## src/rtl/kli_pkg.sv

```systemverilog
`default_nettype none

package kli_pkg;

   // default sizes
   localparam int NumChannelsDef = 6;
   localparam int MaxKeysDef     = 16;

   // fixed field widths
   localparam int TimeW   = 48;
   localparam int WordW   = 32;
   localparam int OutCh   = 6;
   localparam int DivSteps = 33;

   // request tdata layout
   localparam int NowLo    = 0;
   localparam int KidxLo   = 48;
   localparam int KoffLo   = 52;
   localparam int WidthLo  = 84;
   localparam int KcntLo   = 276;
   localparam int ReqDataW = 288;
   localparam int RspDataW = 192;

   typedef enum logic [1:0] {
      OP_TICK  = 2'd0,
      OP_WRKEY = 2'd1,
      OP_START = 2'd2,
      OP_OFF   = 2'd3
   } opcode_type;

   typedef enum logic [1:0] {
      OFF_IDX,
      OFF_IDX_M1,
      OFF_LAST,
      OFF_SEG
   } off_sel_type;

   typedef enum logic [4:0] {
      S_IDLE,
      S_DECODE,
      S_ST_RD0,
      S_ST_RD1,
      S_ST_DIVI,
      S_ST_DIV,
      S_ST_WR,
      S_TK_LOOP,
      S_TK_DIV,
      S_TK_FOLD,
      S_TK_SRCH0,
      S_TK_SRCH1,
      S_TK_RDA,
      S_TK_RDB,
      S_TK_WB,
      S_TK_MUL,
      S_TK_ADD,
      S_EMIT
   } state_type;

   typedef struct packed {
      logic        take;
      logic        wr_key;
      logic        turn_off;
      logic        start;
      logic        tick_idle;
      logic        tick_go;
      off_sel_type off_sel;
      logic        ld_ra;
      logic        div_recip;
      logic        div_fold;
      logic        div_step;
      logic        wr_recip;
      logic        idx_one;
      logic        idx_inc;
      logic        fold_apply;
      logic        seg_set;
      logic        ld_alpha;
      logic        wrow_next;
      logic        ld_wb;
      logic        mul;
      logic        add_ch;
      logic        emit;
   } cmd_type;

   typedef struct packed {
      opcode_type op;
      logic       n_ge2;
      logic       tick_ok;
      logic       fold_need;
      logic       div_done;
      logic       idx_last;
      logic       hit;
      logic       ch_last;
      logic       out_free;
   } sts_type;

endpackage

`default_nettype wire

```

## src/rtl/kli_ctrl.sv

```systemverilog
`default_nettype none

module kli_ctrl (
   input  wire                  clock,
   input  wire                  reset,
   input  wire                  req_tvalid,
   output logic                 req_tready,
   input  kli_pkg::sts_type     sts,
   output kli_pkg::cmd_type     cmd
);

   kli_pkg::state_type state_ff, state_in;

   always_ff @(posedge clock) begin
      if (reset) begin
         state_ff <= kli_pkg::S_IDLE;
      end else begin
         state_ff <= state_in;
      end
   end

   // next state
   always_comb begin
      state_in = state_ff;
      case (state_ff)
         kli_pkg::S_IDLE: begin
            if (req_tvalid) state_in = kli_pkg::S_DECODE;
         end
         kli_pkg::S_DECODE: begin
            case (sts.op)
               kli_pkg::OP_START: state_in = sts.n_ge2 ? kli_pkg::S_ST_RD0 : kli_pkg::S_IDLE;
               kli_pkg::OP_TICK:  state_in = sts.tick_ok ? kli_pkg::S_TK_LOOP : kli_pkg::S_EMIT;
               default:           state_in = kli_pkg::S_IDLE;
            endcase
         end
         kli_pkg::S_ST_RD0:  state_in = kli_pkg::S_ST_RD1;
         kli_pkg::S_ST_RD1:  state_in = kli_pkg::S_ST_DIVI;
         kli_pkg::S_ST_DIVI: state_in = kli_pkg::S_ST_DIV;
         kli_pkg::S_ST_DIV: begin
            if (sts.div_done) state_in = kli_pkg::S_ST_WR;
         end
         kli_pkg::S_ST_WR: begin
            state_in = sts.idx_last ? kli_pkg::S_IDLE : kli_pkg::S_ST_RD0;
         end
         kli_pkg::S_TK_LOOP: begin
            state_in = sts.fold_need ? kli_pkg::S_TK_DIV : kli_pkg::S_TK_SRCH0;
         end
         kli_pkg::S_TK_DIV: begin
            if (sts.div_done) state_in = kli_pkg::S_TK_FOLD;
         end
         kli_pkg::S_TK_FOLD:  state_in = kli_pkg::S_TK_SRCH0;
         kli_pkg::S_TK_SRCH0: state_in = kli_pkg::S_TK_SRCH1;
         kli_pkg::S_TK_SRCH1: begin
            if (sts.hit)           state_in = kli_pkg::S_TK_RDA;
            else if (sts.idx_last) state_in = kli_pkg::S_EMIT;
            else                   state_in = kli_pkg::S_TK_SRCH0;
         end
         kli_pkg::S_TK_RDA: state_in = kli_pkg::S_TK_RDB;
         kli_pkg::S_TK_RDB: state_in = kli_pkg::S_TK_WB;
         kli_pkg::S_TK_WB:  state_in = kli_pkg::S_TK_MUL;
         kli_pkg::S_TK_MUL: state_in = kli_pkg::S_TK_ADD;
         kli_pkg::S_TK_ADD: begin
            state_in = sts.ch_last ? kli_pkg::S_EMIT : kli_pkg::S_TK_MUL;
         end
         kli_pkg::S_EMIT: begin
            if (sts.out_free) state_in = kli_pkg::S_IDLE;
         end
         default: state_in = kli_pkg::S_IDLE;
      endcase
   end

   // commands
   always_comb begin
      cmd = '0;
      cmd.off_sel = kli_pkg::OFF_IDX;
      req_tready = (state_ff == kli_pkg::S_IDLE);
      case (state_ff)
         kli_pkg::S_IDLE: begin
            cmd.take = req_tvalid;
         end
         kli_pkg::S_DECODE: begin
            case (sts.op)
               kli_pkg::OP_WRKEY: cmd.wr_key = 1'b1;
               kli_pkg::OP_OFF:   cmd.turn_off = 1'b1;
               kli_pkg::OP_START: begin
                  cmd.start   = 1'b1;
                  cmd.idx_one = 1'b1;
               end
               default: begin
                  cmd.off_sel   = kli_pkg::OFF_LAST;
                  cmd.tick_go   = sts.tick_ok;
                  cmd.tick_idle = !sts.tick_ok;
               end
            endcase
         end
         kli_pkg::S_ST_RD0: cmd.off_sel = kli_pkg::OFF_IDX_M1;
         kli_pkg::S_ST_RD1: cmd.ld_ra = 1'b1;
         kli_pkg::S_ST_DIVI: cmd.div_recip = 1'b1;
         kli_pkg::S_ST_DIV: cmd.div_step = !sts.div_done;
         kli_pkg::S_ST_WR: begin
            cmd.wr_recip = 1'b1;
            cmd.idx_inc  = !sts.idx_last;
         end
         kli_pkg::S_TK_LOOP: begin
            cmd.div_fold = sts.fold_need;
            cmd.idx_one  = !sts.fold_need;
         end
         kli_pkg::S_TK_DIV: cmd.div_step = !sts.div_done;
         kli_pkg::S_TK_FOLD: begin
            cmd.fold_apply = 1'b1;
            cmd.idx_one    = 1'b1;
         end
         kli_pkg::S_TK_SRCH1: begin
            cmd.seg_set   = sts.hit;
            cmd.tick_idle = !sts.hit && sts.idx_last;
            cmd.idx_inc   = !sts.hit && !sts.idx_last;
         end
         kli_pkg::S_TK_RDA: cmd.off_sel = kli_pkg::OFF_SEG;
         kli_pkg::S_TK_RDB: begin
            cmd.off_sel   = kli_pkg::OFF_SEG;
            cmd.ld_alpha  = 1'b1;
            cmd.wrow_next = 1'b1;
         end
         kli_pkg::S_TK_WB:  cmd.ld_wb = 1'b1;
         kli_pkg::S_TK_MUL: cmd.mul = 1'b1;
         kli_pkg::S_TK_ADD: cmd.add_ch = 1'b1;
         kli_pkg::S_EMIT:   cmd.emit = sts.out_free;
         default: ;
      endcase
   end

endmodule

`default_nettype wire

```

## config.mk

```make
export PLATFORM = sky130hd
export DESIGN_NAME = kli_ctrl
export DESIGN_NICKNAME = d
export VERILOG_FILES = /design/src/rtl/kli_pkg.sv /design/src/rtl/kli_ctrl.sv
export SDC_FILE = /design/constraint.sdc
export NUM_CORES = 1
export LEC_CHECK = 0
export ABC_CLOCK_PERIOD_IN_PS = 2500
export BUFFER_PORTS_ARGS = -buffer_cell sky130_fd_sc_hd__clkbuf_2
export CORE_MARGIN = 2
export CORE_UTILIZATION = 46
export DETAILED_ROUTE_END_ITERATION = 16
export GPL_TIMING_DRIVEN = 0
export HOLD_SLACK_MARGIN = 0.08
export PLACE_DENSITY = 0.84
export SYNTH_ARGS = -nofsm -noshare
export SYNTH_HDL_FRONTEND = slang
export SYNTH_SLANG_ARGS = --single-unit
```

## constraint.sdc

```tcl
create_clock -name clock -period 2.5 [get_ports clock]
set_clock_uncertainty 0.1 [all_clocks]
set_input_delay 0.5 -clock clock [delete_from_list [all_inputs] [get_ports clock]]
set_output_delay 0.5 -clock clock [all_outputs]
set_load 0.005 [all_outputs]
```

==> results.toml <==
[yosys]
synth-seq-cells = 5
synth-main-ff-cell = "dfxtp_1"
synthSimpleGateAreaFrac = 0.470
syn_inst = 108
synth_compound_area_frac = 0.236
synth_area_leaders = "dfxtp_1 12%, nor2_1 7.0%, buf_4 4.7%"
avgSynthCellArea_um2 = 7.45
yosysTopAreaCell = "dfxtp_1"
synth.distinct_cells = 49
synth-async-reset-ratio = 0
synth_edf_count = 0
synthMuxAreaShare = 0.0451
synth_top_family_by_area = "simple AND/OR/NAND/NOR gates"
ys.warnings.count = 0
synth-adder-area-share = 0
syn-num-nets = 121
yosysTopAreaCellShare = 0.124
synth_area_um2 = 805
yosys.area_share.xor_xnor = 0
seq_area_frac_synth = 0.124

[timing]
min_period_ns = 2.42
final-setup-viol-count = 0
rsz0062_at_grt = "no"
fmax_ghz = 0.413
maxSlewHeadroom = 0.716
slew_violations = 0
hold_violations = 0
layout_worst_path_cycle_share = 0.968
setup_tns_ns = 0
worst_pin_slew_ns = 0.426

[place]
port_buffers = 36
place_hpwl_um = 1780
place_congestion = 0.867

[drt]
via_count = 991
wirelength_um = 2390
drt_iter0_drc = 20
met1_length_um = 1060
firstDrtPassIters = 4
wl_met2_um = 1130
maxUsedRoutingLayer = "met4"
wl_per_cell_um = 14.5
drc = 0
via_per_inst = 6.01
drtAntennaViolNets = 0
wl_met3_um = 183

[cts]
cts_hold_buf = 0
cts_buffers = 3
htree_levels = 1
root_buffer = "clkbuf_4"
clock_latency_ns = 0.26
cts_tree = "yes"
clock_sinks = 5
clockBufferDepth = 2
post_cts_resized = 0
post_cts_buffers = 0
cts.clk_slew.worst_paths_ns = 0.04

[finish]
regMostFlops = "state_ff"
synthToLayoutAreaGrowth_pct = 28.3
largest_reg_flops = 5
final_util = 0.611
multi_input_area_um2 = 604
fillers = 151
final-seq-area_um2 = 100
top_regs = "state_ff: 5 flops"
final_nets = 162
drive_above_1_share = 0.405
n_antenna_cell = 0

[worst_setup_path]
required_ns = 1.90
reg2reg_from = "state_ff[2]"
worst-setup-path-type = "flip-flop to output pin"
r2r_setup_slack_ns = 0.63
worst-path-max-fanout = 5
cp-end-kind = "output pin"
cp-start-kind = "flip-flop"
ff2ff_path_depth = 5
r2r-end = "state_ff[1]"
worstPathArrival_ns = 1.82

[power]
comb_power_share = 0.443
switching_power_mw = 0.133
p_leak_nw = 0.464
internal_power_mw = 0.215
ir_worst_vdd_mv = 0.284
p_seq_frac = 0.262
swShare = 0.382
clock_power_share = 0.295
power_density_nw_per_um2 = 337

[outcome]
outcome = "finished, final reports clean"

[global_route]
grt_max_degree = 11
grt_util_all_layers = 0.240
antenna_found_initial = 0
grt_pass1_wl_um = 3730
grt_pass1_vias = 888
grt-ovfl-total = 0

[floorplan]
start_util = 0.476
core_um2 = 1690
die_area_um2 = 2100
num_rows = 15
die_h_um = 45.8
pin_count = 37
die_x_um = 45.8

[worst_hold_path]
hold_path_class = "input pin to flip-flop"
hold_end = "state_ff[3]"
hold_depth = 2
min_from = "reset"

[flow_run]
cap_violations = 0
-- how the worst max path moves through the flow --
| stage | from | to |
|---|---|---|
| floorplan | state_ff[2] | cmd[18] |
| global placement | state_ff[2] | cmd[18] |
| detailed placement | state_ff[2] | cmd[18] |
| CTS | state_ff[2] | cmd[18] |
| global route | state_ff[2] | cmd[18] |
| finish | state_ff[2] | cmd[18] |
-- layer usage --
layer	up-vias	GRT usage
li1	470	-
met1	464	0.304
met2	55	0.406
met3	2	0.0556
met4	0	0.0629
met5	-	0
-- cells in the final DEF (no fill, tap or decap), types with 2 or more instances in the layout --
| master | instances |
|---|---|
| a31oi_1 | 2 |
| nor3b_1 | 3 |
| inv_1 | 6 |
| nor4bb_1 | 2 |
| nor2_1 | 15 |
| nand2_1 | 9 |
| nor4_1 | 2 |
| a211oi_1 | 2 |
| nand4bb_1 | 2 |
| a21oi_1 | 2 |
| clkbuf_2 | 36 |
| clkbuf_1 | 3 |
| dfxtp_1 | 5 |
| nand3b_1 | 2 |
| o21a_1 | 2 |
| nor2b_1 | 3 |
| buf_2 | 2 |
| nand2b_1 | 5 |
| clkbuf_4 | 3 |
| buf_6 | 2 |
| nor3_1 | 6 |
| buf_4 | 5 |
-- metrics by stage --
stage	setup slack [ns]	power, mW	cell area [µm²]	hold WS (ns)	cells
after floorplan	0.645	0.194	805	0.469	108
after global placement	0.382	0.239	1010	0.622	161
after detailed placement	0.385	0.244	1010	0.641	161
after CTS	0.112	0.347	1030	0.395	165
after global routing	0.0538	0.366	1030	0.403	165
final	0.0810	0.348	1030	0.401	165
-- worst max-delay path, stage by stage (launching register included) --
cell       delay (ns)
dfxtp_1          0.35
or4_4            0.57
nor3_2           0.32
o2bb2ai_1        0.19
clkbuf_2         0.15
-- synthesized netlist by cell type, types with 2 or more instances --
library cell  number
nor2b_1            3
nor3b_1            3
inv_1              6
nor4bb_1           2
a31oi_1            2
clkbuf_1           2
buf_2              2
nor4_1             2
buf_4              5
a21oi_1            2
nand2b_1           5
nor3_1             6
nand2_1            9
nand3b_1           2
nor2_1            15
buf_6              2
nand4bb_1          2
o21a_1             2
a211oi_1           2
dfxtp_1            5
-- cell type report --
class,count,area share
multi-input combinational,86,0.585
timing repair buffer,36,0.175
sequential,5,0.0970
buffer,11,0.0752
clock buffer,4,0.0255
inverter,6,0.0218
tap,17,0.0206
-- cells by family after synthesis --
group / count (synthesis)
muxes: 3
and+or+nand+nor: 62
buffers and inverters: 17
AOI/OAI and AO/OA: 21
DFF: 5
-- power by group through the flow --
stage / clock network [mW] / logic, mW / registers [mW]
finish: 0.103 / 0.154 / 0.0912
global route: 0.107 / 0.167 / 0.0920
CTS: 0.104 / 0.152 / 0.0909
detailed placement: 0 / 0.152 / 0.0925
global placement: 0 / 0.147 / 0.0923
floorplan: 0 / 0.104 / 0.0908
Power figures use the tool's default switching activity.
